File: src/rtl/mscd_pkg.sv
// shared types and codes for the multi-slot countdown timer
package mscd_pkg;

    localparam int SLOTS_DEF      = 16;
    localparam int COUNT_BITS_DEF = 16;
    localparam int MAX_RESULTS    = 16;

    localparam logic [1:0] ACT_ADD    = 2'd0;
    localparam logic [1:0] ACT_CANCEL = 2'd1;
    localparam logic [1:0] ACT_REAP   = 2'd2;
    localparam logic [1:0] ACT_TICK   = 2'd3;

    localparam logic [2:0] ST_OK      = 3'd0;
    localparam logic [2:0] ST_INVALID = 3'd1;
    localparam logic [2:0] ST_NOSPACE = 3'd2;
    localparam logic [2:0] ST_EXPIRED = 3'd3;
    localparam logic [2:0] ST_IDLE    = 3'd4;

    // one classified command beat between the front and the back
    typedef struct packed {
        logic [1:0]  action;
        logic        bad;     // negative count on add, slot out of range otherwise
        logic [14:0] secs;
        logic [7:0]  slot;
        logic [31:0] tag;
    } t_cmd;

endpackage

File: src/rtl/mscd_front.sv
// command intake: classifies each beat and holds it in a two-entry queue
module mscd_front #(
    parameter int SLOTS = mscd_pkg::SLOTS_DEF
) (
    input  logic               i_clk,
    input  logic               i_rst_n,
    input  logic               start,
    output logic               busy,
    input  logic [1:0]         i_action,
    input  logic signed [15:0] i_seconds,
    input  logic [7:0]         i_slot,
    input  logic [31:0]        i_tag,
    output logic               o_cmd_valid,
    output mscd_pkg::t_cmd     o_cmd,
    input  logic               i_cmd_pop
);

    mscd_pkg::t_cmd r_q [2];
    logic       r_wp, r_rp;
    logic [1:0] r_fill;
    logic       w_push;
    mscd_pkg::t_cmd w_new;
    logic       w_range_bad;

    assign busy        = (r_fill == 2'd2);
    assign w_push      = start && !busy;
    assign o_cmd_valid = (r_fill != 2'd0);
    assign o_cmd       = r_q[r_rp];

    assign w_range_bad = ({1'b0, i_slot} >= 9'(SLOTS));

    always_comb begin
        w_new.action = i_action;
        w_new.secs   = i_seconds[14:0];
        w_new.slot   = i_slot;
        w_new.tag    = i_tag;
        if (i_action == mscd_pkg::ACT_ADD) begin
            w_new.bad = i_seconds[15];
        end else begin
            w_new.bad = w_range_bad;
        end
    end

    always_ff @(posedge i_clk) begin
        if (w_push) begin
            r_q[r_wp] <= w_new;
        end
    end

    always_ff @(posedge i_clk) begin
        if (!i_rst_n) begin
            r_wp   <= 1'b0;
            r_rp   <= 1'b0;
            r_fill <= 2'd0;
        end else begin
            if (w_push) begin
                r_wp <= !r_wp;
            end
            if (i_cmd_pop) begin
                r_rp <= !r_rp;
            end
            case ({w_push, i_cmd_pop})
                2'b10:   r_fill <= r_fill + 2'd1;
                2'b01:   r_fill <= r_fill - 2'd1;
                default: r_fill <= r_fill;
            endcase
        end
    end

endmodule

File: src/rtl/mscd_back.sv
// slot table engine: busy/done flags, count and tag memories, result strobe
module mscd_back #(
    parameter int SLOTS      = mscd_pkg::SLOTS_DEF,
    parameter int COUNT_BITS = mscd_pkg::COUNT_BITS_DEF
) (
    input  logic           i_clk,
    input  logic           i_rst_n,
    input  logic           i_cmd_valid,
    input  mscd_pkg::t_cmd i_cmd,
    output logic           o_cmd_pop,
    output logic           o_strobe,
    output logic [2:0]     o_status,
    output logic [7:0]     o_slot_out,
    output logic [31:0]    o_tag_out,
    output logic           o_last
);

    localparam int IW = (SLOTS > 1) ? $clog2(SLOTS) : 1;
    localparam int XW = $clog2(SLOTS + 1);
    localparam int NW = $clog2(mscd_pkg::MAX_RESULTS + 1);
    localparam logic [32:0] CMAX = (33'd1 << COUNT_BITS) - 33'd1;

    localparam logic [1:0] S_IDLE = 2'd0;
    localparam logic [1:0] S_ADD  = 2'd1;
    localparam logic [1:0] S_TICK = 2'd2;
    localparam logic [1:0] S_FIN  = 2'd3;

    logic [1:0]            r_state, n_state;
    logic [SLOTS-1:0]      r_busy, n_busy;
    logic [SLOTS-1:0]      r_done, n_done;
    logic [XW-1:0]         r_idx, n_idx;
    logic                  r_pv, n_pv;
    logic [IW-1:0]         r_pidx, n_pidx;
    logic [NW-1:0]         r_n, n_n;
    logic                  r_hv, n_hv;
    logic [IW-1:0]         r_hslot, n_hslot;
    logic [31:0]           r_htag, n_htag;
    logic [COUNT_BITS-1:0] r_cnt, n_cnt;
    logic [31:0]           r_tag, n_tag;

    logic                  r_strobe, n_strobe;
    logic [2:0]            r_status, n_status;
    logic [7:0]            r_slot, n_slot;
    logic [31:0]           r_otag, n_otag;
    logic                  r_last, n_last;

    logic [COUNT_BITS-1:0] r_mem_cnt [SLOTS];
    logic [31:0]           r_mem_tag [SLOTS];
    logic [COUNT_BITS-1:0] r_rd_cnt;
    logic [31:0]           r_rd_tag;

    logic                  w_cnt_we, w_tag_we;
    logic [IW-1:0]         w_waddr;
    logic [COUNT_BITS-1:0] w_cnt_wdata;
    logic [IW-1:0]         w_raddr;
    logic [IW-1:0]         w_ci;
    logic [IW-1:0]         w_ai;
    logic [32:0]           w_s33;

    assign w_raddr = r_idx[IW-1:0];
    assign w_ci    = i_cmd.slot[IW-1:0];
    assign w_ai    = r_idx[IW-1:0];
    assign w_s33   = {18'd0, i_cmd.secs};

    assign o_cmd_pop  = (r_state == S_IDLE) && i_cmd_valid;
    assign o_strobe   = r_strobe;
    assign o_status   = r_status;
    assign o_slot_out = r_slot;
    assign o_tag_out  = r_otag;
    assign o_last     = r_last;

    always_comb begin
        n_state     = r_state;
        n_busy      = r_busy;
        n_done      = r_done;
        n_idx       = r_idx;
        n_pv        = 1'b0;
        n_pidx      = r_pidx;
        n_n         = r_n;
        n_hv        = r_hv;
        n_hslot     = r_hslot;
        n_htag      = r_htag;
        n_cnt       = r_cnt;
        n_tag       = r_tag;
        n_strobe    = 1'b0;
        n_status    = mscd_pkg::ST_OK;
        n_slot      = 8'd0;
        n_otag      = 32'd0;
        n_last      = 1'b0;
        w_cnt_we    = 1'b0;
        w_tag_we    = 1'b0;
        w_waddr     = r_pidx;
        w_cnt_wdata = r_cnt;

        unique case (r_state)
            S_IDLE: begin
                if (i_cmd_valid) begin
                    n_idx = '0;
                    case (i_cmd.action)
                        mscd_pkg::ACT_ADD: begin
                            if (i_cmd.bad) begin
                                n_strobe = 1'b1;
                                n_status = mscd_pkg::ST_INVALID;
                                n_last   = 1'b1;
                            end else begin
                                n_cnt   = (w_s33 > CMAX) ? CMAX[COUNT_BITS-1:0]
                                                         : w_s33[COUNT_BITS-1:0];
                                n_tag   = i_cmd.tag;
                                n_state = S_ADD;
                            end
                        end
                        mscd_pkg::ACT_CANCEL: begin
                            n_strobe = 1'b1;
                            n_last   = 1'b1;
                            if (i_cmd.bad || !r_busy[w_ci]) begin
                                n_status = mscd_pkg::ST_INVALID;
                            end else begin
                                n_busy[w_ci] = 1'b0;
                                n_done[w_ci] = 1'b0;
                            end
                        end
                        mscd_pkg::ACT_REAP: begin
                            n_strobe = 1'b1;
                            n_last   = 1'b1;
                            if (i_cmd.bad) begin
                                n_status = mscd_pkg::ST_INVALID;
                            end else if (r_busy[w_ci] && r_done[w_ci]) begin
                                n_busy[w_ci] = 1'b0;
                                n_done[w_ci] = 1'b0;
                            end
                        end
                        default: begin
                            n_n     = '0;
                            n_hv    = 1'b0;
                            n_state = S_TICK;
                        end
                    endcase
                end
            end
            S_ADD: begin
                if (!r_busy[w_ai]) begin
                    n_busy[w_ai] = 1'b1;
                    n_done[w_ai] = 1'b0;
                    w_cnt_we     = 1'b1;
                    w_tag_we     = 1'b1;
                    w_waddr      = w_ai;
                    w_cnt_wdata  = r_cnt;
                    n_strobe     = 1'b1;
                    n_status     = mscd_pkg::ST_OK;
                    n_slot       = 8'(w_ai);
                    n_last       = 1'b1;
                    n_state      = S_IDLE;
                end else if (r_idx == XW'(SLOTS - 1)) begin
                    n_strobe = 1'b1;
                    n_status = mscd_pkg::ST_NOSPACE;
                    n_last   = 1'b1;
                    n_state  = S_IDLE;
                end else begin
                    n_idx = r_idx + XW'(1);
                end
            end
            S_TICK: begin
                // read slot r_idx while slot r_pidx gets its data back
                if (r_idx < XW'(SLOTS)) begin
                    n_idx  = r_idx + XW'(1);
                    n_pv   = 1'b1;
                    n_pidx = w_raddr;
                end
                if (r_pv) begin
                    if (r_busy[r_pidx] && !r_done[r_pidx]) begin
                        if (r_rd_cnt <= COUNT_BITS'(1)) begin
                            if (r_n < NW'(mscd_pkg::MAX_RESULTS)) begin
                                n_done[r_pidx] = 1'b1;
                                n_n            = r_n + NW'(1);
                                // one expiry is held back until we know if it is the last
                                if (r_hv) begin
                                    n_strobe = 1'b1;
                                    n_status = mscd_pkg::ST_EXPIRED;
                                    n_slot   = 8'(r_hslot);
                                    n_otag   = r_htag;
                                end
                                n_hv    = 1'b1;
                                n_hslot = r_pidx;
                                n_htag  = r_rd_tag;
                            end else begin
                                w_cnt_we    = 1'b1;
                                w_cnt_wdata = COUNT_BITS'(1);
                            end
                        end else begin
                            w_cnt_we    = 1'b1;
                            w_cnt_wdata = r_rd_cnt - COUNT_BITS'(1);
                        end
                    end
                    if (r_pidx == IW'(SLOTS - 1)) begin
                        n_pv    = 1'b0;
                        n_state = S_FIN;
                    end
                end
            end
            S_FIN: begin
                n_strobe = 1'b1;
                n_last   = 1'b1;
                if (r_hv) begin
                    n_status = mscd_pkg::ST_EXPIRED;
                    n_slot   = 8'(r_hslot);
                    n_otag   = r_htag;
                end else begin
                    n_status = mscd_pkg::ST_IDLE;
                end
                n_hv    = 1'b0;
                n_state = S_IDLE;
            end
            default: begin
                n_state = S_IDLE;
            end
        endcase
    end

    always_ff @(posedge i_clk) begin
        if (w_cnt_we) begin
            r_mem_cnt[w_waddr] <= w_cnt_wdata;
        end
        if (w_tag_we) begin
            r_mem_tag[w_waddr] <= r_tag;
        end
        r_rd_cnt <= r_mem_cnt[w_raddr];
        r_rd_tag <= r_mem_tag[w_raddr];
    end

    always_ff @(posedge i_clk) begin
        if (!i_rst_n) begin
            r_state  <= S_IDLE;
            r_busy   <= '0;
            r_done   <= '0;
            r_idx    <= '0;
            r_pv     <= 1'b0;
            r_n      <= '0;
            r_hv     <= 1'b0;
            r_strobe <= 1'b0;
            r_last   <= 1'b0;
        end else begin
            r_state  <= n_state;
            r_busy   <= n_busy;
            r_done   <= n_done;
            r_idx    <= n_idx;
            r_pv     <= n_pv;
            r_n      <= n_n;
            r_hv     <= n_hv;
            r_strobe <= n_strobe;
            r_last   <= n_last;
        end
    end

    always_ff @(posedge i_clk) begin
        r_pidx   <= n_pidx;
        r_hslot  <= n_hslot;
        r_htag   <= n_htag;
        r_cnt    <= n_cnt;
        r_tag    <= n_tag;
        r_status <= n_status;
        r_slot   <= n_slot;
        r_otag   <= n_otag;
    end

endmodule

File: src/rtl/multi_slot_countdown_timer.sv
// Table of SLOTS countdown timers. A command beat is taken when start is high and busy
// is low; up to two commands wait in a queue ahead of the slot engine, and busy is high
// only while that queue is full. Every command gives one or more results, each shown for
// one cycle with o_strobe, the final one with o_last; results cannot be held off. Cancel
// and reap are settled in the engine's idle state; add takes the command there, then the
// free-slot search steps through the busy flags one slot a cycle; a tick reads the count
// memory and writes it back one slot a cycle, the write-back trailing the registered
// read; a tick gives at most 16 expiries and further due slots fire on a later tick. No
// clearing pass after reset: counts and tags are only used for slots that an add has
// filled.
module multi_slot_countdown_timer #(
    parameter int SLOTS      = mscd_pkg::SLOTS_DEF,
    parameter int COUNT_BITS = mscd_pkg::COUNT_BITS_DEF
) (
    input  logic               i_clk,
    input  logic               i_rst_n,
    input  logic               start,
    output logic               busy,
    input  logic [1:0]         i_action,
    input  logic signed [15:0] i_seconds,
    input  logic [7:0]         i_slot,
    input  logic [31:0]        i_tag,
    output logic               o_strobe,
    output logic [2:0]         o_status,
    output logic [7:0]         o_slot_out,
    output logic [31:0]        o_tag_out,
    output logic               o_last
);

    logic           w_cmd_valid;
    logic           w_cmd_pop;
    mscd_pkg::t_cmd w_cmd;

    mscd_front #(
        .SLOTS (SLOTS)
    ) u_front (
        .i_clk       (i_clk),
        .i_rst_n     (i_rst_n),
        .start       (start),
        .busy        (busy),
        .i_action    (i_action),
        .i_seconds   (i_seconds),
        .i_slot      (i_slot),
        .i_tag       (i_tag),
        .o_cmd_valid (w_cmd_valid),
        .o_cmd       (w_cmd),
        .i_cmd_pop   (w_cmd_pop)
    );

    mscd_back #(
        .SLOTS      (SLOTS),
        .COUNT_BITS (COUNT_BITS)
    ) u_back (
        .i_clk       (i_clk),
        .i_rst_n     (i_rst_n),
        .i_cmd_valid (w_cmd_valid),
        .i_cmd       (w_cmd),
        .o_cmd_pop   (w_cmd_pop),
        .o_strobe    (o_strobe),
        .o_status    (o_status),
        .o_slot_out  (o_slot_out),
        .o_tag_out   (o_tag_out),
        .o_last      (o_last)
    );

`ifndef NO_ASSERTIONS
    a_last_needs_strobe: assert property (@(posedge i_clk) disable iff (!i_rst_n)
        !o_strobe |-> !o_last)
        else $error("last flag without a result beat");

    a_more_only_on_expiry: assert property (@(posedge i_clk) disable iff (!i_rst_n)
        o_strobe && !o_last |-> o_status == mscd_pkg::ST_EXPIRED)
        else $error("non-final result that is not an expiry");

    a_tag_only_on_expiry: assert property (@(posedge i_clk) disable iff (!i_rst_n)
        o_strobe && o_status != mscd_pkg::ST_EXPIRED |-> o_tag_out == 32'd0)
        else $error("tag on a result that is not an expiry");

    a_busy_after_accept: assert property (@(posedge i_clk) disable iff (!i_rst_n)
        $rose(busy) |-> $past(start))
        else $error("queue filled without an accepted beat");
`endif

endmodule
File: config.mk
export PLATFORM = sky130hd
export DESIGN_NAME = multi_slot_countdown_timer
export DESIGN_NICKNAME = d
export VERILOG_FILES = /design/src/rtl/mscd_pkg.sv /design/src/rtl/mscd_front.sv /design/src/rtl/mscd_back.sv /design/src/rtl/multi_slot_countdown_timer.sv
export SDC_FILE = /design/constraint.sdc
export NUM_CORES = 1
export LEC_CHECK = 0
export BUFFER_PORTS_ARGS = -buffer_cell sky130_fd_sc_hd__buf_2
export CORE_MARGIN = 5
export CORE_UTILIZATION = 50
export CTS_CLUSTER_DIAMETER = 150
export DETAILED_ROUTE_END_ITERATION = 6
export PLACE_DENSITY = 0.71
export SLEW_MARGIN = 20
export SYNTH_ARGS = -nofsm -noshare
export SYNTH_HDL_FRONTEND = slang
export SYNTH_SLANG_ARGS = --single-unit
File: constraint.sdc
create_clock -name i_clk -period 3.5 [get_ports i_clk]
set_input_delay 0.7 -clock i_clk [delete_from_list [all_inputs] [get_ports i_clk]]
set_output_delay 0.7 -clock i_clk [all_outputs]
set_load 0.005 [all_outputs]
==> results of run 1 <==
[area by class of cell]
class                   instances  area (sq um)
clock inverters                56           619
clock buffers                 143          2920
multi-input cells             824          9690
fillers                      6001         35300
well taps                    1080          1350
inverters                      25          93.8
flip-flops and latches       1103         31700
repair buffers                200          1550
[cell usage in the layout, fill, tap and decap left out, types with 24 or more instances in the layout]
cell / synthesis / layout
and2_1: 36 / 36
buf_4: 5 / 74
nand2_1: 66 / 66
dfxtp_1: 140 / 135
o221a_2: 31 / 31
buf_2: 11 / 102
o21ai_0: 29 / 29
mux4_2: 250 / 250
nor3_1: 31 / 31
clkbuf_16: 0 / 109
mux2_2: 52 / 52
buf_12: 0 / 24
nor2_1: 92 / 75
edfxtp_1: 963 / 963
clkbuf_1: 59 / 28
[registers in the layout, summed over array words and instances (netlist names), 2 cells and up, named ones only]
name               count
u_back.r_cnt          15
u_back.r_idx           5
u_back.o_tag_out      32
u_back.r_hslot         4
u_back.r_tag          32
u_back.r_htag         32
u_back.r_state         2
u_back.r_done         16
u_back.o_status        3
u_back.o_slot_out      4
u_back.r_mem_cnt     256
u_back.r_busy         16
u_back.r_n             5
u_front.r_q          108
u_back.r_rd_tag       32
u_front.r_fill         2
u_back.r_pidx          4
u_back.r_mem_tag     512
u_back.r_rd_cnt       16
[power by group through the flow]
stage / clock network, uW / registers, uW / logic (uW)
floorplan: 0 / 15700 / 3700
global placement: 0 / 15800 / 5010
detailed placement: 0 / 15900 / 5070
CTS: 11600 / 15600 / 5110
global route: 12200 / 15600 / 5470
finish: 11400 / 15600 / 5060
[layer usage]
layer | vias up | global-route usage [%] | wire (microns)
li1 | 8812 | - | -
met3 | 163 | 3.63 | 6390
met4 | 0 | 5.66 | 2360
met2 | 842 | 34.9 | 46400
met5 | - | 0 | 0
met1 | 10700 | 28.0 | 36700
[cells in the mapped netlist (9+ instances only)]
cell	number	area share, %
a21oi_1	18	0.22
and2_1	36	0.54
buf_1	23	0.21
buf_2	11	0.13
clkbuf_1	59	0.53
dfxtp_1	140	6.7
edfxtp_1	963	69
ha_1	18	0.54
inv_1	23	0.21
mux2_2	52	1.4
mux2i_1	17	0.41
mux4_2	250	13
nand2_1	66	0.59
nand2b_1	12	0.18
nand3_1	12	0.14
nor2_1	92	0.83
nor3_1	31	0.37
o21ai_0	29	0.35
o21bai_1	9	0.16
o221a_2	31	0.84
o22ai_1	21	0.31
or4_1	10	0.18
xnor2_1	10	0.21
[per-stage QoR]
stage          TNS (ps)  power [uW]  instance area [sq um]  hold slack [ps]
3_3_place_gp          0       20800                  44400              386
2_1_floorplan    -60000       19400                  41800              386
4_1_cts               0       32300                  48000              146
5_1_grt               0       33300                  48000              169
3_5_place_dp          0       20900                  44400              390
6_report              0       32000                  48000              188
[worst paths after layout]
check,cells after the start,end,slack (ps),start
setup / recovery,9,u_back.r_mem_cnt[9][15],260,u_back.r_pidx[0]
hold reg to reg,0,u_back.r_htag[5],390,u_back.r_rd_tag[5]
hold / removal,1,u_front.r_q[1][16],190,i_tag[16]
setup reg to reg,9,u_back.r_mem_cnt[9][15],260,u_back.r_pidx[0]
[cell families after synthesis]
group           Yosys count  share of synthesized area [%]
fa+ha+maj                18                          0.539
other cells               1                        0.00897
mux                     321                           15.3
compound gates          152                           2.75
flops                  1103                           75.9
buf+inv                 129                           1.32
xor+xnor                 17                          0.356
simple gates            312                           3.78
==> Implementation_results.wiki, run 1 <==
{| class="wikitable"
! Metric !! Value
|-
| Final period demand of the worst path || 3240 ps
|-
| Post-synth EDFFs || 963
|-
| Input/output buffers || around 100
|-
| Pwr per Cell Area || approximately 670 nW/um^2
|-
| Yosys synthesis warning count || 0
|-
| Final standard cell utilization of the core || a little under three fifths
|-
| Clock slew seen by the registers of the worst setup and hold paths || ~60 ps
|-
| Avg Cell Area, Syn || between 20 and 25 sq um
|-
| Crit path kind || reg2reg
|-
| Asr flop ratio synth || 0%
|-
| Sequential share of power || approximately half
|-
| Layout overhead on the synthesized area || 14.7%
|-
| Placed cell count || 3232
|-
| Die width || 299 microns
|-
| Total die area || approximately 89000 sq um
|-
| TritonCTS buffer count || 107
|-
| Vias in the first global route || approximately 21000
|-
| Category of the worst setup path launch point || flop
|-
| Residual DRC count || 0
|-
| Least-Margin Pin Slew || roughly 1000 ps
|-
| Number of setup violations in the final report || 0
|-
| Largest buffer count on any clock path || 3
|-
| Cell area after synthesis || approximately 42000 sq um
|-
| Buffer type at the clock tree root || clkbuf_16
|-
| CP endpoint kind || flop
|-
| Clk sink count || about 1100
|-
| Initial cell density of the core || approximately 50%
|-
| Post-CTS Hold Buffers || 0
|-
| Clock Skews || between 60 and 70 ps
|-
| Detailed-router iteration count before antenna repair || 5
|-
| Final Hold Fails || 0
|-
| Cell row count || approximately 110
|-
| Max-slew violation total from the final report || 0
|-
| Half-perimeter wire length after placement || between 50000 and 60000 microns
|-
| Fraction of final layout cells sized beyond drive strength 1 || a little under a third
|-
| Largest stage delay on the critical path || 550 ps
|-
| CTS-repair resized insts || 0
|-
| Aggregate global routing overflow || 0
|-
| Fraction of the yosys area taken by sequential cells || between 70% and 80%
|-
| Leakage dissipation || 0.0152 uW
|-
| Count of H-tree levels built during CTS || 3
|-
| Crit-path leading delay family || multiplexers
|-
| Antenna Cells || 0
|-
| Core footprint || ~83000 sq um
|-
| Req. time, crit path || approximately 3800 ps
|-
| Slew margin rel. || a little under a third
|-
| Starting DRT DRC Count || 2092
|-
| Via-to-Cell Ratio || around 6.0
|-
| Clock tree from TritonCTS || yes
|-
| Sw Ratio || 25.2%
|-
| First-pass GRT wire length || between 100000 and 150000 microns
|-
| Slowest cell on the critical path || mux4_2
|-
| Crit path buf inv count || 1
|-
| HP Class || in2reg
|-
| Proportion of power drawn by combinational gates || between 10% and 20%
|-
| Dominant synthesized flop cell || edfxtp_1
|-
| Avg WL per Cell || around 27 microns
|-
| Post-CTS Repair Setup Buffers || 0
|-
| Clk pwr share || 35.5%
|-
| Skew-Pair Late Insertion Delay || ~700 ps
|-
| Number of standard cells after synthesis || 2053
|-
| Highest fanout seen on the critical path || 16
|-
| Highest achievable clock rate || 309 MHz
|-
| Post-layout worst setup margin || about 260 ps
|-
| Total number of vias || just over 20000
|-
| Total Nets Final || roughly 2300
|-
| Worst Path Arrival || 3580 ps
|-
| Period Utilization, post-route || about 93%
|-
| Pre-CTS WS || 221 ps
|-
| Cell-by-cell listing of the critical path || mux4_2 -> mux2i_1 -> and4_2 -> o21a_1 -> nand2b_1 -> a21bo_2 -> a21o_1 -> nor2_1 -> buf_4
|-
| Residual antenna-violating net count after detailed routing || 0
|-
| Synth Register Bits || 1103
|-
| Setup repair after global routing missed its margin || no
|-
| Switching component of the power || a little over 8000 uW
|-
| Cell Count, Final, Fillers Out || between 3000 and 4000
|-
| Total global routing track utilization || around a fifth
|-
| Y dimension of the die || ~300 microns
|-
| Pint || 24000 uW
|-
| Largest net degree at the start of global routing || 113
|-
| Routability congestion estimate from global placement || 0.921
|-
| Initial antenna violation count || 2
|-
| Max capacitance violation total || 0
|-
| Count of unique library cells instantiated by Yosys || 72
|-
| DRT Wirelength || just over 90000 microns
|-
| Run status || finished clean
|-
| Number of placed I/O pins || around 110
|-
| Max VDD drop || just over 500 uV
|}
Note: power is estimated with default switching activity, not from simulation.
==> run 2, diff against run 1 <==
--- a/config.mk
+++ b/config.mk
@@ -5,12 +5,13 @@
 export SDC_FILE = /design/constraint.sdc
 export NUM_CORES = 1
 export LEC_CHECK = 0
-export BUFFER_PORTS_ARGS = -buffer_cell sky130_fd_sc_hd__buf_2
 export CORE_MARGIN = 5
 export CORE_UTILIZATION = 50
 export CTS_CLUSTER_DIAMETER = 150
+export CTS_CLUSTER_SIZE = 25
 export DETAILED_ROUTE_END_ITERATION = 6
-export PLACE_DENSITY = 0.71
+export DONT_BUFFER_PORTS = 1
+export PLACE_DENSITY = 0.7
 export SLEW_MARGIN = 20
 export SYNTH_ARGS = -nofsm -noshare
 export SYNTH_HDL_FRONTEND = slang
==> run 2 against run 1 <==
Net effect:
- die area unchanged
- clock power fell by 42%
- critical path depth unchanged
- via count decreased by 3.9%
- sequential power barely moved
- combinational power down 2%
- critical path type unchanged
- critical endpoint is now u_back.r_mem_cnt[13][10]
==> Implementation_results.wiki, run 2 (synthesized netlist as in run 1, its figures left out) <==
{| class="wikitable"
! Metric !! Value
|-
| Run status || finished clean
|-
| Via-to-Cell Ratio || 6.14 (+2.5%)
|-
| TritonCTS buffer count || 50 (-53%)
|-
| Total area of multi-input combinational cells || 9690 sq um (about the same)
|-
| Cell row count || 106 (unchanged)
|-
| Count of H-tree levels built during CTS || 2 (-1)
|-
| Residual antenna-violating net count after detailed routing || 0 (unchanged)
|-
| HP Class || in2reg
|-
| Period Utilization, post-route || 93.3% (+0.74 points)
|-
| Fraction of final layout cells sized beyond drive strength 1 || 24.5% (-6.6 points)
|-
| Clock slew seen by the registers of the worst setup and hold paths || 120 ps (+60 ps)
|-
| Clk sink count || 1103 (unchanged)
|-
| Post-CTS Repair Setup Buffers || 0 (unchanged)
|-
| Initial cell density of the core || 50.2% (unchanged)
|-
| Total die area || 89500 sq um (unchanged)
|-
| Half-perimeter wire length after placement || 53200 microns (+1.7%)
|-
| Setup repair after global routing missed its margin || no
|-
| Detailed-router iteration count before antenna repair || 5 (unchanged)
|-
| Crit path kind || reg2reg
|-
| Buffer type at the clock tree root || clkbuf_16
|-
| Sequential share of power || 57.4% (+8.7 points)
|-
| Switching component of the power || 7070 uW (-12%)
|-
| Pint || 20100 uW (-16%)
|-
| Starting DRT DRC Count || 2511 (+20%)
|-
| Top Registers || u_back.r_mem_tag (512), u_back.r_mem_cnt (256), u_front.r_q (108)
|-
| Initial antenna violation count || 0 (-2)
|-
| Residual DRC count || 0 (unchanged)
|-
| Layout overhead on the synthesized area || 8.41%
|-
| Hold EP || u_front.r_q[1][13]
|-
| Total Nets Final || 2173 (-7.1%)
|-
| Routability congestion estimate from global placement || 0.929 (+0.89%)
|-
| Proportion of power drawn by combinational gates || 18.2% (+2.4 points)
|-
| Endpoint of the worst-slack reg-to-reg timing path || u_back.r_mem_cnt[13][10]
|-
| Slowest cell on the critical path || edfxtp_1
|-
| Clock tree from TritonCTS || yes
|-
| Worst Path Arrival || 3590 ps (about the same)
|-
| Register ranked first by flip-flop count || u_back.r_mem_tag
|-
| Largest net degree at the start of global routing || 141 (+25%)
|-
| Finished layout cell area || 45300 sq um (-5.5%)
|-
| Category of the worst setup path launch point || flop
|-
| Max VDD drop || 503 uV (-0.77%)
|-
| Highest achievable clock rate || 306 MHz (-0.79%)
|-
| Core footprint || 83300 sq um (unchanged)
|-
| Die width || 299 microns (unchanged)
|-
| Largest register FFs || 512 (unchanged)
|-
| Highest fanout seen on the critical path || 16 (unchanged)
|-
| Placed cell count || 3122 (-3.4%)
|-
| CP endpoint kind || flop
|-
| Vias in the first global route || 20000 (-6.5%)
|-
| Max capacitance violation total || 0 (unchanged)
|-
| Input/output buffers || 0 (-100%)
|-
| Total number of vias || 19700 (-3.9%)
|-
| Post-CTS Hold Buffers || 0 (unchanged)
|-
| Pwr per Cell Area || 601 nW/um^2 (-10%)
|-
| Instance area at placement || 43800 sq um (-1.3%)
|-
| Clock Skews || 25.6 ps (-43.9 ps)
|-
| Reg2Reg Depth || 9 (unchanged)
|-
| Start of the worst register-to-register path || u_back.r_pidx[0]
|-
| Least-Margin Pin Slew || 1020 ps (-5.99 ps)
|-
| Cell-by-cell listing of the critical path || mux4_2 -> mux2i_1 -> and4_2 -> o21a_1 -> nand2b_1 -> a21bo_2 -> a21o_1 -> nor2_1 -> buf_4
|-
| Leakage dissipation || 0.0137 uW (-9.9%)
|-
| Final Hold Fails || 0 (unchanged)
|-
| Final period demand of the worst path || 3270 ps (+25.7 ps)
|-
| CTS-repair resized insts || 0 (unchanged)
|-
| Slew margin rel. || 31.9% (+0.40 points)
|-
| Aggregate global routing overflow || 0 (unchanged)
|-
| Largest buffer count on any clock path || 3 (unchanged)
|-
| Sw Ratio || 26.0% (+0.81 points)
|-
| Clk pwr share || 24.4% (-11 points)
|-
| Cells on Worst Hold Path || 0 (-1)
|-
| Worst hold path startpoint || i_tag[13]
|-
| Number of setup violations in the final report || 0 (unchanged)
|-
| DRT Wirelength || 89600 microns (-2.4%)
|-
| Cell Count, Final, Fillers Out || 3216 (-6.3%)
|-
| Largest stage delay on the critical path || 560 ps (about the same)
|-
| Area used by sequential logic in the layout || 31700 sq um (unchanged)
|-
| Number of placed I/O pins || 107 (unchanged)
|-
| Slack of the worst reg-to-reg path || 230 ps (-30 ps)
|-
| Max-slew violation total from the final report || 0 (unchanged)
|-
| Total global routing track utilization || 19.9% (-0.69 points)
|-
| Commonest cells after routing, fill and taps aside || 963 x edfxtp_1, 250 x mux4_2, 135 x dfxtp_1
|-
| Avg WL per Cell || 27.9 microns (+4.1%)
|-
| First-pass GRT wire length || 133000 microns (-3.4%)
|-
| Req. time, crit path || 3830 ps (about the same)
|-
| Antenna Cells || 0 (unchanged)
|-
| Most common library cell in the layout ignoring fill and taps || edfxtp_1
|-
| Final-layout worst hold slack || 142 ps (-45.8 ps)
|-
| Number of filler instances in the final layout || 6210 (+3.5%)
|-
| Skew-Pair Late Insertion Delay || 650 ps (-50 ps)
|-
| Y dimension of the die || 299 microns (unchanged)
|}
-- run 2: area by class of cell --
class                      count  share of cell area (%)
sequential                  1103                    70.0
multi-input combinational    824                    21.4
clock buffer                  90                    3.09
tap                         1080                    2.98
timing repair buffer          90                    2.10
inverter                      25                   0.207
clock inverter                 4                   0.188
-- run 2: how the worst max path moves through the flow --
stage                          start                       end  slack [ps]  cells after the start
detailed placement  u_back.r_pidx[0]   u_back.r_mem_cnt[13][5]         280                      9
finish              u_back.r_pidx[0]  u_back.r_mem_cnt[13][10]         230                      9
CTS                 u_back.r_pidx[0]   u_back.r_mem_cnt[13][6]         260                      9
global route        u_back.r_pidx[0]    u_back.r_mem_cnt[6][7]         120                      9
global placement                flop          u_back.r_busy[5]         380                      9
floorplan            u_back.r_idx[0]    u_back.r_mem_tag[2][0]        -220                      9
-- run 2: metrics by stage --
stage	setup slack (ps)	utilization (%)	total power [uW]	TNS, ps
after floorplan	-219	-	19400	-60000
after global placement	378	52.6	20800	0
after detailed placement	278	52.6	20900	0
after CTS	265	54.4	27500	0
after global routing	119	54.4	28400	0
final	235	54.4	27200	0
-- run 2: worst max-delay path: cells and delay by family, from the launching register on --
family                 cells  cell delay, ps
and+or+nand+nor            3             600
buffers and inverters      1             290
AOI/OAI and AO/OA          3             730
muxes                      2             740
DFF                        1             560
-- run 2: layer usage --
layer  track usage, %  wire [microns]  vias up
li1                 -               -     8405
met1             28.8           36800    10400
met2             32.9           44200      850
met3             3.14            6910       99
met4             3.82            1640        0
met5                0               0        -
-- run 2: power by group through the flow --
stage	registers [uW]	clock network, uW	logic, uW
global placement	15900	0	4900
CTS	15600	6850	5000
detailed placement	15900	0	4970
global route	15700	7380	5320
finish	15600	6650	4950
floorplan	15700	0	3700
==> run 3, diff against run 2 <==
--- a/config.mk
+++ b/config.mk
@@ -11,7 +11,7 @@
 export CTS_CLUSTER_SIZE = 25
 export DETAILED_ROUTE_END_ITERATION = 6
 export DONT_BUFFER_PORTS = 1
-export PLACE_DENSITY = 0.7
+export PLACE_DENSITY = 0.67
 export SLEW_MARGIN = 20
 export SYNTH_ARGS = -nofsm -noshare
 export SYNTH_HDL_FRONTEND = slang
==> constraint.sdc (replaced) <==
create_clock -name i_clk -period 4.1 [get_ports i_clk]
set_input_delay 0.82 -clock i_clk [delete_from_list [all_inputs] [get_ports i_clk]]
set_output_delay 0.82 -clock i_clk [all_outputs]
set_load 0.005 [all_outputs]
==> run 3 against run 2 <==
Net effect:
- sequential share of layout area up 0.24 points
- sequential power decreased by 15%
- critical path depth is 1 higher
- clock skew increased by 9.9 ps
- highest routed layer unchanged
==> Implementation_results.wiki, run 3 (synthesized netlist as in run 1, its figures left out) <==
{| class="wikitable"
! Metric !! Value
|-
| Run status || finished clean
|-
| Avg WL per Cell || 27.7 microns (-0.49%)
|-
| Buffer type at the clock tree root || clkbuf_16
|-
| Input/output buffers || 0 (unchanged)
|-
| Y dimension of the die || 299 microns (unchanged)
|-
| Count of H-tree levels built during CTS || 2 (unchanged)
|-
| Cell-by-cell listing of the critical path || mux4_2 -> mux2i_1 -> and4_2 -> o21a_1 -> nand2b_1 -> buf_4 -> a21bo_2 -> a21o_1 -> nor2_1 -> buf_4
|-
| Residual antenna-violating net count after detailed routing || 0 (unchanged)
|-
| CTS-repair resized insts || 0 (unchanged)
|-
| Clock Skews || 35.5 ps (+9.93 ps)
|-
| Initial antenna violation count || 2 (+2)
|-
| Highest achievable clock rate || 286 MHz (-6.5%)
|-
| Half-perimeter wire length after placement || 48700 microns (-8.4%)
|-
| Max-slew violation total from the final report || 0 (unchanged)
|-
| Cell Count, Final, Fillers Out || 3199 (-0.53%)
|-
| Largest register FFs || 512 (unchanged)
|-
| Number of setup violations in the final report || 0 (unchanged)
|-
| Total global routing track utilization || 19.7% (-0.21 points)
|-
| Final Hold Fails || 0 (unchanged)
|-
| Commonest cells after routing, fill and taps aside || 963 x edfxtp_1, 250 x mux4_2, 135 x dfxtp_1
|-
| HP Class || in2reg
|-
| Total die area || 89500 sq um (unchanged)
|-
| Top cell by count, worst path || buf_4
|-
| Number of placed I/O pins || 107 (unchanged)
|-
| TritonCTS buffer count || 50 (unchanged)
|-
| Pwr per Cell Area || 512 nW/um^2 (-15%)
|-
| Residual DRC count || 0 (unchanged)
|-
| Initial cell density of the core || 50.2% (unchanged)
|-
| Total number of vias || 19600 (-0.85%)
|-
| Max VDD drop || 323 uV (-36%)
|-
| Detailed-router iteration count before antenna repair || 5 (unchanged)
|-
| Top Registers || u_back.r_mem_tag (512), u_back.r_mem_cnt (256), u_front.r_q (108)
|-
| Largest net degree at the start of global routing || 70 (-50%)
|-
| Highest fanout seen on the critical path || 16 (unchanged)
|-
| Placed cell count || 3103 (-0.61%)
|-
| Most common library cell in the layout ignoring fill and taps || edfxtp_1
|-
| Leakage dissipation || 0.0136 uW (-0.60%)
|-
| Clk sink count || 1103 (unchanged)
|-
| Cell row count || 106 (unchanged)
|-
| Req. time, crit path || 4400 ps (+570 ps)
|-
| Worst Path Arrival || 3790 ps (+200 ps)
|-
| CP endpoint kind || flop
|-
| Crit path buf inv count || 2 (+1)
|-
| Post-CTS Hold Buffers || 0 (unchanged)
|-
| Pre-CTS WS || 316 ps (+38.2 ps)
|-
| Crit path kind || reg2reg
|-
| Category of the worst setup path launch point || flop
|-
| Critical path depth in cells || 10 (+1)
|-
| Setup repair after global routing missed its margin || no
|-
| Fraction of final layout cells sized beyond drive strength 1 || 24.0% (-0.56 points)
|-
| Final period demand of the worst path || 3490 ps (+225 ps)
|-
| Vias in the first global route || 19900 (-0.66%)
|-
| Skew-Pair Late Insertion Delay || 640 ps (about the same)
|-
| Slew margin rel. || 26.0% (-6.0 points)
|-
| Layout overhead on the synthesized area || 8.04%
|-
| Slowest cell on the critical path || edfxtp_1
|-
| Largest stage delay on the critical path || 690 ps (+130 ps)
|-
| Clock tree from TritonCTS || yes
|-
| Starting DRT DRC Count || 1939 (-23%)
|-
| Routability congestion estimate from global placement || 0.872 (-6.2%)
|-
| Clock slew seen by the registers of the worst setup and hold paths || 110 ps (about the same)
|-
| Die width || 299 microns (unchanged)
|-
| Via-to-Cell Ratio || 6.12 (-0.32%)
|-
| DRT Wirelength || 88700 microns (-1.0%)
|-
| Period Utilization, post-route || 85.1% (-8.2 points)
|-
| Crit-path leading delay family || multiplexers
|-
| Post-CTS Repair Setup Buffers || 0 (unchanged)
|-
| Least-Margin Pin Slew || 1110 ps (+89.5 ps)
|-
| Largest buffer count on any clock path || 3 (unchanged)
|-
| Reg2Reg Depth || 10 (+1)
|-
| Core footprint || 83300 sq um (unchanged)
|-
| First-pass GRT wire length || 132000 microns (-0.94%)
|-
| Antenna Cells || 0 (unchanged)
|-
| Post-layout worst setup margin || 609 ps (+375 ps)
|-
| Aggregate global routing overflow || 0 (unchanged)
|-
| Register ranked first by flip-flop count || u_back.r_mem_tag
|-
| Cells on Worst Hold Path || 0 (unchanged)
|-
| Total Nets Final || 2156 (-0.78%)
|-
| Summed negative setup slack over all endpoints || 0 ps (unchanged)
|-
| Max capacitance violation total || 0 (unchanged)
|}
==> run 3: area by class of cell <==
cell class / count / area [sq um]
sequential: 1103 / 31700
fill: 6247 / 38100
clock buffer: 90 / 1420
timing repair buffer: 73 / 806
tap: 1080 / 1350
multi-input combinational: 824 / 9690
clock inverter: 4 / 56.3
inverter: 25 / 93.8
==> run 3: metrics by stage <==
stage | area, sq um | total power, uW | util [%] | hold slack, ps
floorplan | 41800 | 16500 | - | 386
global placement | 43600 | 17500 | 52.4 | 386
detailed placement | 43600 | 17600 | 52.4 | 390
CTS | 45100 | 23200 | 54.2 | 222
global route | 45200 | 24100 | 54.2 | 227
finish | 45200 | 23100 | 54.2 | 265
==> run 3: final timing paths <==
kind	from	slack, ps	to
min	i_seconds[11]	260	u_front.r_q[0][51]
max reg2reg	u_back.r_pidx[0]	610	u_back.r_mem_cnt[13][4]
max	u_back.r_pidx[0]	610	u_back.r_mem_cnt[13][4]
min reg2reg	u_back.r_rd_tag[1]	410	u_back.r_htag[1]
==> run 3: routing by layer <==
layer | GRT usage (%) | vias up | wire length (microns)
met2 | 31.5 | 667 | 42700
met4 | 4.34 | 0 | 1780
li1 | - | 8375 | -
met3 | 2.92 | 111 | 5390
met1 | 29.3 | 10400 | 38900
met5 | 0 | - | 0
==> run 3: where the power goes <==
part           internal, uW  switching (uW)  leakage (uW)
Clock                  2400            3300      0.000702
Sequential            12900             407       0.00983
Combinational          1850            2200       0.00306
